<file path="config.mk">
export PLATFORM = sky130hd
export DESIGN_NAME = h264_rtp_nal_depacketizer_top
export DESIGN_NICKNAME = d
export VERILOG_FILES = /design/src/rtl/h264d_pkg.sv /design/src/rtl/h264d_parse.sv /design/src/rtl/h264_rtp_nal_depacketizer_top.sv
export SDC_FILE = /design/constraint.sdc
export NUM_CORES = 1
export LEC_CHECK = 0
export ABC_AREA = 1
export BUFFER_PORTS_ARGS = -buffer_cell sky130_fd_sc_hd__buf_2
export CAP_MARGIN = 20
export CORE_MARGIN = 8
export CORE_UTILIZATION = 45
export CTS_CLUSTER_SIZE = 16
export DETAILED_ROUTE_END_ITERATION = 10
export GPL_TIMING_DRIVEN = 0
export MAX_ROUTING_LAYER = met4
export PLACE_DENSITY = 0.71
export SLEW_MARGIN = 40
export SYNTH_ARGS = -nofsm -noshare
export SYNTH_HDL_FRONTEND = slang
export SYNTH_SLANG_ARGS = --single-unit
</file>
<file path="constraint.sdc">
create_clock -name clk_i -period 1.68 [get_ports clk_i]
set_clock_uncertainty 0.15 [all_clocks]
set_input_delay 0.084 -clock clk_i [delete_from_list [all_inputs] [get_ports clk_i]]
set_output_delay 0.084 -clock clk_i [all_outputs]
set_load 0.05 [all_outputs]
</file>
<file path="src/rtl/h264d_pkg.sv">
// Shared constants and types for the H.264 RTP depacketizer.
// Used by h264d_parse and h264_rtp_nal_depacketizer_top; no dependencies.
package h264d_pkg;

  localparam logic [7:0] NalTypeMask = 8'h1f;
  localparam logic [4:0] FuAType     = 5'd28;
  localparam logic [7:0] Top3Mask    = 8'he0;
  localparam logic [7:0] FuStartOnly = 8'h80;

  localparam int unsigned StartCodeLen = 4;
  localparam int unsigned IdxW         = 3;
  localparam logic [IdxW-1:0] StartCodeLastIdx = IdxW'(StartCodeLen - 1);
  localparam logic [IdxW-1:0] LongLastIdx      = IdxW'(StartCodeLen);

  typedef enum logic [1:0] {
    PosFirst  = 2'd0,
    PosSecond = 2'd1,
    PosLater  = 2'd2
  } pos_e;

  typedef struct packed {
    logic       has_start_code;
    logic [7:0] data;
    logic       byte_valid;
    logic       frame_end;
  } burst_t;

endpackage

</file>
<file path="src/rtl/h264d_parse.sv">
// Packet parser: tracks byte position and FU-A indicator, and decodes one
// payload byte into a result burst descriptor. Depends on h264d_pkg.
module h264d_parse (
  input  logic              clk_i,
  input  logic              rst_ni,
  input  logic              accept_i,
  input  logic [7:0]        payload_byte_i,
  input  logic              first_in_packet_i,
  input  logic              last_in_packet_i,
  input  logic              marker_bit_i,
  output logic              has_result_o,
  output h264d_pkg::burst_t burst_o
);

  h264d_pkg::pos_e pos_q, pos_d, pos;
  logic [7:0]      ind_q, ind_d;
  logic            infrag_q, infrag_d;
  logic            has;
  logic            fend;

  always_comb begin
    pos      = first_in_packet_i ? h264d_pkg::PosFirst : pos_q;
    pos_d    = h264d_pkg::PosLater;
    ind_d    = ind_q;
    infrag_d = infrag_q;
    has      = 1'b1;
    burst_o.has_start_code = 1'b0;
    burst_o.data           = payload_byte_i;
    burst_o.byte_valid     = 1'b1;
    unique case (pos)
      h264d_pkg::PosFirst: begin
        pos_d = h264d_pkg::PosSecond;
        if ((payload_byte_i & h264d_pkg::NalTypeMask) != {3'b000, h264d_pkg::FuAType}) begin
          infrag_d               = 1'b0;
          burst_o.has_start_code = 1'b1;
        end else begin
          infrag_d = 1'b1;
          ind_d    = payload_byte_i;
          has      = 1'b0;
        end
      end
      h264d_pkg::PosSecond: begin
        if (infrag_q) begin
          if ((payload_byte_i & h264d_pkg::Top3Mask) == h264d_pkg::FuStartOnly) begin
            burst_o.has_start_code = 1'b1;
            burst_o.data = (payload_byte_i & h264d_pkg::NalTypeMask) |
                           (ind_q & h264d_pkg::Top3Mask);
          end else begin
            has = 1'b0;
          end
        end
      end
      default: begin
      end
    endcase
    fend = last_in_packet_i && marker_bit_i;
    if (last_in_packet_i) begin
      pos_d = h264d_pkg::PosFirst;
    end
    if (fend && !has) begin
      burst_o.data       = 8'h00;
      burst_o.byte_valid = 1'b0;
    end
    burst_o.frame_end = fend;
    has_result_o      = has || fend;
  end

  always_ff @(posedge clk_i or negedge rst_ni) begin
    if (!rst_ni) begin
      pos_q    <= h264d_pkg::PosFirst;
      ind_q    <= 8'h00;
      infrag_q <= 1'b0;
    end else if (accept_i) begin
      pos_q    <= pos_d;
      ind_q    <= ind_d;
      infrag_q <= infrag_d;
    end
  end

endmodule

</file>
<file path="src/rtl/h264_rtp_nal_depacketizer_top.sv">
// Top level of the H.264 RTP depacketizer: parser plus result serializer.
// Depends on h264d_pkg and h264d_parse.
//
// Input channel (in_valid_i/in_ready_o) takes one RTP payload byte per item
// with first/last/marker flags. Output channel (out_valid_o/out_ready_i)
// gives an Annex-B byte stream, one result per item, with byte_valid,
// frame_end and run_last flags.
// Each input byte is decoded in the cycle it is accepted and its burst is
// held in one burst register. A burst is 0, 1 or 5 results (start code
// 00 00 00 01 plus a byte). The first result appears in the cycle after the
// input is accepted. Input bytes that give one result pass at one per cycle
// while the receiver is ready; a five-result burst holds the input until its
// last result is taken at the single output port. Bytes that give no result
// are taken without occupying the burst register.
// A new item is accepted in the cycle the last result of the current burst
// is taken, so bursts follow each other without a gap.
// Reset clears the parser state and empties the burst register.
// When the receiver stalls, the current result holds and the input stalls
// once the burst register is occupied.
module h264_rtp_nal_depacketizer_top (
  input  logic       clk_i,
  input  logic       rst_ni,
  input  logic       in_valid_i,
  output logic       in_ready_o,
  input  logic [7:0] payload_byte_i,
  input  logic       first_in_packet_i,
  input  logic       last_in_packet_i,
  input  logic       marker_bit_i,
  output logic       out_valid_o,
  input  logic       out_ready_i,
  output logic [7:0] out_byte_o,
  output logic       byte_valid_o,
  output logic       frame_end_o,
  output logic       run_last_o
);

  logic                          accept;
  logic                          has_result;
  logic                          pop_last;
  h264d_pkg::burst_t             burst_new;
  h264d_pkg::burst_t             burst_q, burst_d;
  logic                          busy_q, busy_d;
  logic [h264d_pkg::IdxW-1:0]    idx_q, idx_d;
  logic [h264d_pkg::IdxW-1:0]    last_idx;

  h264d_parse u_parse (
    .clk_i             (clk_i),
    .rst_ni            (rst_ni),
    .accept_i          (accept),
    .payload_byte_i    (payload_byte_i),
    .first_in_packet_i (first_in_packet_i),
    .last_in_packet_i  (last_in_packet_i),
    .marker_bit_i      (marker_bit_i),
    .has_result_o      (has_result),
    .burst_o           (burst_new)
  );

  assign last_idx   = burst_q.has_start_code ? h264d_pkg::LongLastIdx : '0;
  assign pop_last   = busy_q && out_ready_i && (idx_q == last_idx);
  assign in_ready_o = !busy_q || pop_last;
  assign accept     = in_valid_i && in_ready_o;

  always_comb begin
    busy_d  = busy_q;
    idx_d   = idx_q;
    burst_d = burst_q;
    if (busy_q && out_ready_i) begin
      idx_d = idx_q + 1'b1;
    end
    if (pop_last) begin
      busy_d = 1'b0;
    end
    if (accept) begin
      busy_d  = has_result;
      idx_d   = '0;
      burst_d = burst_new;
    end
  end

  always_ff @(posedge clk_i or negedge rst_ni) begin
    if (!rst_ni) begin
      busy_q <= 1'b0;
      idx_q  <= '0;
    end else begin
      busy_q <= busy_d;
      idx_q  <= idx_d;
    end
  end

  always_ff @(posedge clk_i) begin
    burst_q <= burst_d;
  end

  always_comb begin
    out_valid_o = busy_q;
    if (burst_q.has_start_code && (idx_q < h264d_pkg::LongLastIdx)) begin
      out_byte_o   = (idx_q == h264d_pkg::StartCodeLastIdx) ? 8'h01 : 8'h00;
      byte_valid_o = 1'b1;
      frame_end_o  = 1'b0;
      run_last_o   = 1'b0;
    end else begin
      out_byte_o   = burst_q.data;
      byte_valid_o = burst_q.byte_valid;
      frame_end_o  = burst_q.frame_end;
      run_last_o   = 1'b1;
    end
  end

  a_idx_bound : assert property (@(posedge clk_i) disable iff (!rst_ni)
    busy_q |-> (idx_q <= last_idx))
    else $error("burst index out of range");

  a_accept_free : assert property (@(posedge clk_i) disable iff (!rst_ni)
    accept |-> (!out_valid_o || (out_ready_i && run_last_o)))
    else $error("item accepted while burst still pending");

  a_bare_end : assert property (@(posedge clk_i) disable iff (!rst_ni)
    (out_valid_o && !byte_valid_o) |-> (frame_end_o && run_last_o))
    else $error("invalid byte without frame end");

  a_mid_burst : assert property (@(posedge clk_i) disable iff (!rst_ni)
    (out_valid_o && !run_last_o) |-> (byte_valid_o && !frame_end_o))
    else $error("start code result carries end flags");

endmodule

</file>
* After elaboration in Yosys (flattened, before gate mapping)
Cells that the tools add are included.
Storage, ports and cells: bits in registers 26, input port bits 15, output and inout bits 13
Operators by class: add/sub/neg operators 1, order comparisons 1, eq/ne operators 5, muxes and demuxes 23, bitwise operators 2, reduce and logical (&&, ||, !) cells 15
Operator list (number):
- 9-bit two-way mux | 2
- 8-bit two-way mux | 2
- 1-bit two-way mux | 11
- 3-bit two-way mux | 3
- 5-bit by 8-bit OR with 8-bit output | 1
- 1-bit logical AND | 6
- 2-bit two-way mux | 3
- 5-bit != test, second input constant | 1
- 1-bit case mux with 2 select lines | 2
- 2-bit nonzero test | 2
- 3-bit by 1-bit adder with 3-bit output, second input constant | 1
- 3-bit by 2-bit == test with 1-bit output, second input constant | 1
- 3-bit == test | 1
- 3-bit == test, second input constant | 1
- 3-bit less-than comparator, second input constant | 1
- 3-bit AND reduction | 1
- 2-bit by 1-bit == test with 1-bit output, second input constant | 1
- 1-bit logical NOT | 2
- 2-bit logical NOT | 1
- 1-bit logical OR | 2
- 2-bit AND reduction | 1
- 1-bit NOT | 1

* Depth between registers and ports, before layout
Gate-level depths: netlist of run 1.
depth in word-level cells 7, mapped depth 8, depth with buffers taken out 8

* Hierarchy
A second synthesis of run 1 with hierarchy kept.
Second synthesis, totals: cells, all modules 132, area total of the unflattened synthesis 1161.1 µm²
Modules (own cells, without submodules):
- h264_rtp_nal_depacketizer_top | times used 1, cells an instance 64, area an instance 668.1 µm², sequential area each 430.4 µm²
- h264d_parse | times used 1, cells an instance 68, area an instance 493.0 µm², sequential area each 150.1 µm²

* Worst setup path before layout of run 1
No wires, ideal clock.
kind register -> register, from reg idx_q[2] in the netlist's numbering, to reg burst_q[0] in the netlist's numbering (enable), setup time 0.354 ns, data arrival time 1.564 ns, required time 1.176 ns, setup slack -0.388 ns, cell stages (with the launch flop) 7, clock period less this slack 2.068 ns, cells stage by stage dfrtp_1 -> inv_1 -> ha_1 -> nand2_1 -> o21ai_4 -> nand2_1 -> inv_1
On the way: cells in the longest elaborated chain, start to end 4
Ends and longest elaborated chain:
- from (decl) | line h264_rtp_nal_depacketizer_top.sv:43 | logic [h264d_pkg::IdxW-1:0] idx_q, idx_d;
- from (signal assigned) | line h264_rtp_nal_depacketizer_top.sv:86 | idx_q <= idx_d;
- 3-bit == test | line h264_rtp_nal_depacketizer_top.sv:59 | assign pop_last = busy_q && out_ready_i && (idx_q == last_idx);
- 1-bit logical AND | line h264_rtp_nal_depacketizer_top.sv:59
- 1-bit logical OR | line h264_rtp_nal_depacketizer_top.sv:60 | assign in_ready_o = !busy_q || pop_last;
- via in_ready_o | line h264_rtp_nal_depacketizer_top.sv:24 | output logic in_ready_o,
- 1-bit logical AND | line h264_rtp_nal_depacketizer_top.sv:61 | assign accept = in_valid_i && in_ready_o;
- via accept | line h264_rtp_nal_depacketizer_top.sv:37 | logic accept;
- to (signal assigned) | line h264_rtp_nal_depacketizer_top.sv:91 | burst_q <= burst_d;
- to (decl) | line h264_rtp_nal_depacketizer_top.sv:41 | h264d_pkg::burst_t burst_q, burst_d;
The timed path passes the listed nets, and every way through them passes these cells. A chain may end at the register's enable or synchronous reset.

* Worst setup path in the final report of run 1
from reg burst_q[10] in the netlist's numbering, to out in_ready_o
On the way: cells in the longest elaborated chain, start to end 4
Ends and longest elaborated chain:
- 3-bit two-way mux | line h264_rtp_nal_depacketizer_top.sv:58 | assign last_idx = burst_q.has_start_code ? h264d_pkg::LongLastIdx : '0;
- 3-bit == test | line h264_rtp_nal_depacketizer_top.sv:59
- 1-bit logical AND | line h264_rtp_nal_depacketizer_top.sv:59
- 1-bit logical OR | line h264_rtp_nal_depacketizer_top.sv:60
- to (decl) | line h264_rtp_nal_depacketizer_top.sv:24
No other way between the ends.

==> flow_metrics.py, run 1 <==
metrics = {
    "placed_design": {
        "postPlaceCellArea_mm2": 0.00130,
        "post-place-ws_ps": -120,
        "port_buffers": 27,
        "dp_hpwl_um": 1610,
        "gp_congestion": 0.770,
        "dp_cells": 182,
    },
    "synthesis": {
        "async_reset_ff_share_pct": 47.6,
        "ys_warn_count": 0,
        "syn_avg_cell_area_um2": 8.92,
        "yosysSeqAreaShare_pct": 52.1,
        "synth-edff-count": 11,
        "netlist_instances": 125,
        "syn_nets": 144,
        "synth_cell_type_count": 25,
        "syn_area_mm2": 0.00111,
        "synth_seq_cells": 21,
        "synth_top_flop_cell": "edfxtp_1",
    },
    "floorplan": {
        "die_h_um": 65.8,
        "row_count": 18,
        "die_w_um": 65.8,
        "io-pin-count": 28,
        "die_area_mm2": 0.00433,
        "core_mm2": 0.00241,
        "initial_core_util_pct": 46.3,
    },
    "power_and_ir_drop": {
        "peakVddDrop_mv": 0.923,
        "p_leak_nw": 0.747,
        "power_mw": 2.20,
        "power_density_mw_per_mm2": 1350,
    },
    "finish": {
        "nNetsFinal": 191,
        "layoutNonFillerInstCount": 201,
        "final_cell_area_mm2": 0.00163,
        "drive_gt1_share_pct": 36.8,
        "areaGrowthSynthToFinish_pct": 45.8,
        "fin_util_pct": 67.4,
        "antenna_cells": 0,
    },
    "timing": {
        "setup_violations": 11,
        "min_period_ps": 1720,
        "worst_slew_pin_slew_ps": 297,
        "slew_viol_final": 0,
        "rsz0062_at_grt": "true",
        "fin_setup_tns_ps": -215,
        "relSlewSlack_pct": 80.2,
        "fmaxAchievable_ghz": 0.583,
        "hold_viol_final": 0,
        "period_share_pct": 102,
        "layout_setup_ws_ps": -36.6,
        "holdWs_ps": 6.76,
    },
    "setup_path": {
        "crit_type": "register to output pin",
        "path_cells": "ha_4 > nand2_4 > o21ai_4 > buf_6",
        "slowest_stage": "edfxtp_1",
        "required_ps": 1450,
        "reg2reg_from": "burst_q[10]",
        "cp-end-kind": "output pin",
        "slowest_delay_ps": 440,
        "cp.arrival_ps": 1480,
        "crit_path_start_kind": "register",
        "worstPathMaxFanout": 4,
        "startpoint": "burst_q[10]",
    },
    "routing": {
        "drc": 0,
        "drt-wirelength-per-cell_um": 11.5,
        "ant_nets": 0,
        "num_vias": 939,
        "drt_iter0_drc": 11,
        "firstDrtPassIters": 3,
        "wl_um": 2320,
        "viasPerCell": 4.67,
    },
    "run": {
        "maxCapViolCount": 0,
    },
    "global_route": {
        "grt_pass1_wl_um": 3750,
        "grt_pass1_vias": 896,
        "grt.total_usage_pct": 11.6,
        "grt_overflow": 0,
        "antenna_found_initial": 0,
        "grt_max_degree": 14,
    },
    "clocking": {
        "cts_made_buffers": 3,
        "clockBufferDepth": 2,
        "clk_latency_ps": 300,
        "cts_max_level": 1,
        "root_buffer": "clkbuf_4",
        "tritoncts": "built",
        "clk_transition_reported_paths_ps": 110,
        "cts.sinks": 21,
    },
    "worst_hold_path": {
        "hp-class": "input port to asynchronous set/reset pin",
    },
    "status": {
        "run_status": "finished with violations",
        "failed_checks": "setup timing",
    },
}
kinds of logic after synthesis:
logic type,synth area share [%]
AO/OA/AOI/OAI,7.52
XOR/XNOR,0.786
flip-flops,52.1
adder cells (fa/ha/maj),4.49
AND/OR/NAND/NOR,26.0
buffers and inverters,9.09
registers in the layout (all words and copies together), names as in the netlist:
| signal | cells |
|---|---|
| idx_q | 3 |
| u_parse.pos_q | 2 |
| u_parse.infrag_q | 1 |
| burst_q | 11 |
| u_parse.ind_q | 3 |
| out_valid_o | 1 |
synthesized netlist by cell type, types with 2 or more instances:
| cell | instances | share of area (%) |
|---|---|---|
| nand2_1 | 24 | 8.1 |
| o21ai_0 | 5 | 2.2 |
| nand3_1 | 2 | 0.90 |
| ha_1 | 4 | 4.5 |
| inv_1 | 25 | 8.4 |
| nor2_1 | 20 | 6.7 |
| nor2_4 | 2 | 2.0 |
| dfrtp_1 | 10 | 22 |
| a21oi_1 | 4 | 1.8 |
| edfxtp_1 | 11 | 30 |
| or2_2 | 2 | 1.1 |
| nand2_2 | 3 | 1.7 |
path summary, 6_finish.rpt:
| check | cells past startpoint | slack [ps] | endpoint |
|---|---|---|---|
| hold / removal | 2 | 7 | u_parse.ind_q[5] |
| setup / recovery | 4 | -40 | in_ready_o |
| setup reg to reg | 5 | -20 | burst_q[10] |
| max in group asynchronous | 2 | 1180 | idx_q[0] |
| hold reg to reg | 2 | 330 | u_parse.ind_q[7] |
| min in group clk_i | 4 | 50 | u_parse.pos_q[1] |
worst max-delay path: cells and delay by family, from the launching register on:
family | cells | cell delay (ps)
DFF | 1 | 440
AOI/OAI and AO/OA | 1 | 210
buffers and inverters | 1 | 200
and+or+nand+nor | 1 | 40
adders and majority gates | 1 | 290
cell type report:
type                            count  area (um2)
Clock inverter                      1        7.51
Timing Repair Buffer               41         344
Tap cell                           30        37.5
Timing Repair inverter              1        7.51
Buffer                              1        20.0
Clock buffer                        3        22.5
Inverter                           26         101
Fill cell                         186         785
Multi-Input combinational cell     77         504
Sequential cell                    21         581
cells in the final DEF (no fill, tap or decap):
master and instances:
buf_2 15, nand3_4 1, o22ai_1 1, o21ai_4 1, dlygate4sd3_1 13, a21oi_1 4
nor2_4 6, nand2_2 3, buf_4 1, ha_4 1, nand2_1 22, nor2_2 5
buf_6 11, xor2_1 1, buf_12 1, o21ai_2 2, nor3_2 1, dfrtp_1 10
o21ai_1 2, inv_2 2, clkinvlp_4 3, o31ai_1 1, inv_1 23, o21ai_0 2
clkbuf_4 4, nand4_1 1, or2_2 2, ha_1 3, edfxtp_1 11, nand3_1 2
nand3_2 1, nor2_1 12, nand2_4 3
what timing repair did:
action | CTS | global route
hold endpoints to repair | 27 | 0
setup buffers | 1 | 0
pin swaps | 2 | 1
resized for setup | 23 | 24
endpoints found under the setup margin | 26 | 28
hold buffers | 13 | 0
gates cloned | 1 | 0
power breakdown:
part           switching (mW)  internal [mW]  total, mW
Sequential             0.0793          0.687      0.766
Clock                   0.151         0.0907      0.242
Combinational           0.748          0.445       1.19
Total                   0.979           1.22       2.20
routing by layer:
metal	GRT usage, %	vias up	part of all wire, %
met3	3.39	10	4.7
met1	11.5	430	38
met4	7.63	0	3.8
met5	-	-	0
met2	19.4	21	53
li1	-	478	-
(Power assumes the default switching activity.)
==> inputs of run 2 (changes only) <==
Settings changed: PLACE_DENSITY 0.71 to unset, PLACE_DENSITY_LB_ADDON set to 0.12.
==> flow_metrics.py, run 2 (synthesized netlist as in run 1, its figures left out) <==
metrics = {
    "status": {
        "run_status": "completed",
    },
    "clocking": {
        "cts.sinks": 21,
        "cts_max_level": 1,
        "tritoncts": "built",
        "clockBufferDepth": 2,
        "root_buffer": "clkbuf_4",
        "clk_transition_reported_paths_ps": 110,
        "cts_made_buffers": 3,
        "clk_latency_ps": 290,
    },
    "power_and_ir_drop": {
        "power_density_mw_per_mm2": 1350,
        "seqPwrFrac_pct": 35.7,
        "p_sw_mw": 0.934,
        "sw_frac_of_total_pct": 43.7,
        "p_int_mw": 1.20,
        "peakVddDrop_mv": 0.936,
        "power_frac_comb_pct": 53.2,
        "p_leak_nw": 0.741,
        "p_clk_share_pct": 11.1,
    },
    "setup_path": {
        "crit_path_start_kind": "register",
        "ff2ff_path_depth": 7,
        "slowest_stage": "dfrtp_1",
        "r2r-end": "burst_q[0]",
        "ff2ff_setup_slack_ps": 7,
        "slowest_delay_ps": 380,
        "cp-end-kind": "register",
        "required_ps": 1550,
        "crit_path_frequent_cell": "nand2_2",
        "reg2reg_from": "idx_q[2]",
        "cp.arrival_ps": 1550,
        "path_cells": "inv_2 > ha_1 > nand2_2 > o21ai_4 > nand2_2 > clkinvlp_4 > buf_12",
        "crit_type": "register to register",
        "worstPathMaxFanout": 15,
    },
    "finish": {
        "largest_reg_flops": 11,
        "drive_gt1_share_pct": 35.5,
        "nNetsFinal": 192,
        "antenna_cells": 0,
        "reg_top3": "burst_q: 11 flops, idx_q: 3 flops, u_parse.ind_q: 3 flops",
        "final_cell_area_mm2": 0.00159,
        "final_cell_mix": "inv_1 (22), nand2_1 (22), nor2_1 (15), buf_2 (15), dlygate4sd3_1 (13)",
        "areaGrowthSynthToFinish_pct": 42.5,
        "max_flop_register": "burst_q",
    },
    "routing": {
        "drt_iter0_drc": 22,
        "viasPerCell": 4.64,
        "drt-wirelength-per-cell_um": 10.9,
        "ant_nets": 0,
        "firstDrtPassIters": 5,
        "num_vias": 938,
        "wl_um": 2210,
        "drc": 0,
    },
    "run": {
        "maxCapViolCount": 0,
    },
    "global_route": {
        "grt_pass1_wl_um": 3580,
        "grt.total_usage_pct": 10.7,
        "grt_max_degree": 16,
        "grt_overflow": 0,
        "antenna_found_initial": 0,
        "grt_pass1_vias": 906,
    },
    "timing": {
        "hold_viol_final": 0,
        "holdWs_ps": 12.4,
        "fmaxAchievable_ghz": 0.598,
        "worst_slew_pin_slew_ps": 315,
        "relSlewSlack_pct": 79.0,
        "min_period_ps": 1670,
        "rsz0062_at_grt": "true",
        "setup_violations": 0,
        "slew_viol_final": 0,
        "period_share_pct": 99.6,
    },
    "placed_design": {
        "postPlaceCellArea_mm2": 0.00130,
        "port_buffers": 27,
        "gp_congestion": 0.801,
        "dp_hpwl_um": 1600,
    },
    "floorplan": {
        "die_area_mm2": 0.00433,
        "initial_core_util_pct": 46.3,
        "core_mm2": 0.00241,
        "die_h_um": 65.8,
        "io-pin-count": 28,
        "die_w_um": 65.8,
        "row_count": 18,
    },
    "worst_hold_path": {
        "hp-class": "input port to asynchronous set/reset pin",
    },
}
[run 2: cell types whose count changed in the layout (fill, tap and decap cells not counted), moves of 2 or more]
cell	before	now
buf_4	1	3
clkinvlp_4	3	1
nand2_2	3	5
nand2_4	3	1
nor2_1	12	15
nor2_4	6	3
[run 2: worst max path at each step]
stage                      startpoint    endpoint  slack (ps)  cells after the start
final                        idx_q[2]  burst_q[0]           7                      7
after CTS                    idx_q[2]  burst_q[0]          -4                      7
after global routing      burst_q[10]  burst_q[5]        -100                      6
after global placement    burst_q[10]  burst_q[5]        -120                      5
after floorplan              idx_q[2]  burst_q[0]        -260                      6
after detailed placement     idx_q[2]  burst_q[4]        -110                      6
[run 2: repair_timing]
item | 4_1_cts | 5_1_grt
setup buffers | 3 | 0
endpoints found under the hold margin | 27 | 0
hold buffers | 13 | 0
pin swaps | 2 | 0
setup endpoints to repair | 26 | 29
gates resized for setup | 16 | 22
[run 2: through the flow]
step	std cells	worst slack, ps	total power, mW	TNS, ps	util [%]
floorplan	125	-262	1.49	-3760	-
global placement	182	-116	1.67	-1400	53.8
detailed placement	182	-107	1.69	-1270	53.8
CTS	202	-3.54	2.07	-33.9	63.2
global route	202	-100	2.28	-1780	65.9
finish	202	7.32	2.14	0	65.9
[run 2: final cells by class]
class | count | area (um2)
inverter | 26 | 101
sequential | 21 | 581
tap | 30 | 37.5
fill | 188 | 821
clock buffer | 4 | 26.3
buffer | 1 | 11.3
timing repair buffer | 43 | 368
multi-input combinational | 77 | 464
[run 2: metal layers]
| layer | GRT usage [%] | wire length, um | up-vias |
|---|---|---|---|
| met4 | 5.45 | 95 | 0 |
| met5 | - | 0 | - |
| met2 | 18.0 | 1090 | 25 |
| met3 | 2.37 | 137 | 8 |
| li1 | - | - | 481 |
| met1 | 11.4 | 887 | 424 |
[run 2: power by group through the flow]
stage / clock (mW) / combinational [mW] / sequential, mW
5_1_grt: 0.272 / 1.23 / 0.779
3_5_place_dp: 0 / 0.918 / 0.774
4_1_cts: 0.246 / 1.06 / 0.763
2_1_floorplan: 0 / 0.700 / 0.788
3_3_place_gp: 0 / 0.903 / 0.769
6_report: 0.238 / 1.14 / 0.764
[run 2: critical path, delay by kind of cell (launching register included)]
| family | cells | cell delay (ps) |
|---|---|---|
| adder cells (fa/ha/maj) | 1 | 270 |
| AND/OR/NAND/NOR | 2 | 160 |
| buffers and inverters | 3 | 270 |
| flip-flops | 1 | 380 |
| AO/OA/AOI/OAI | 1 | 170 |
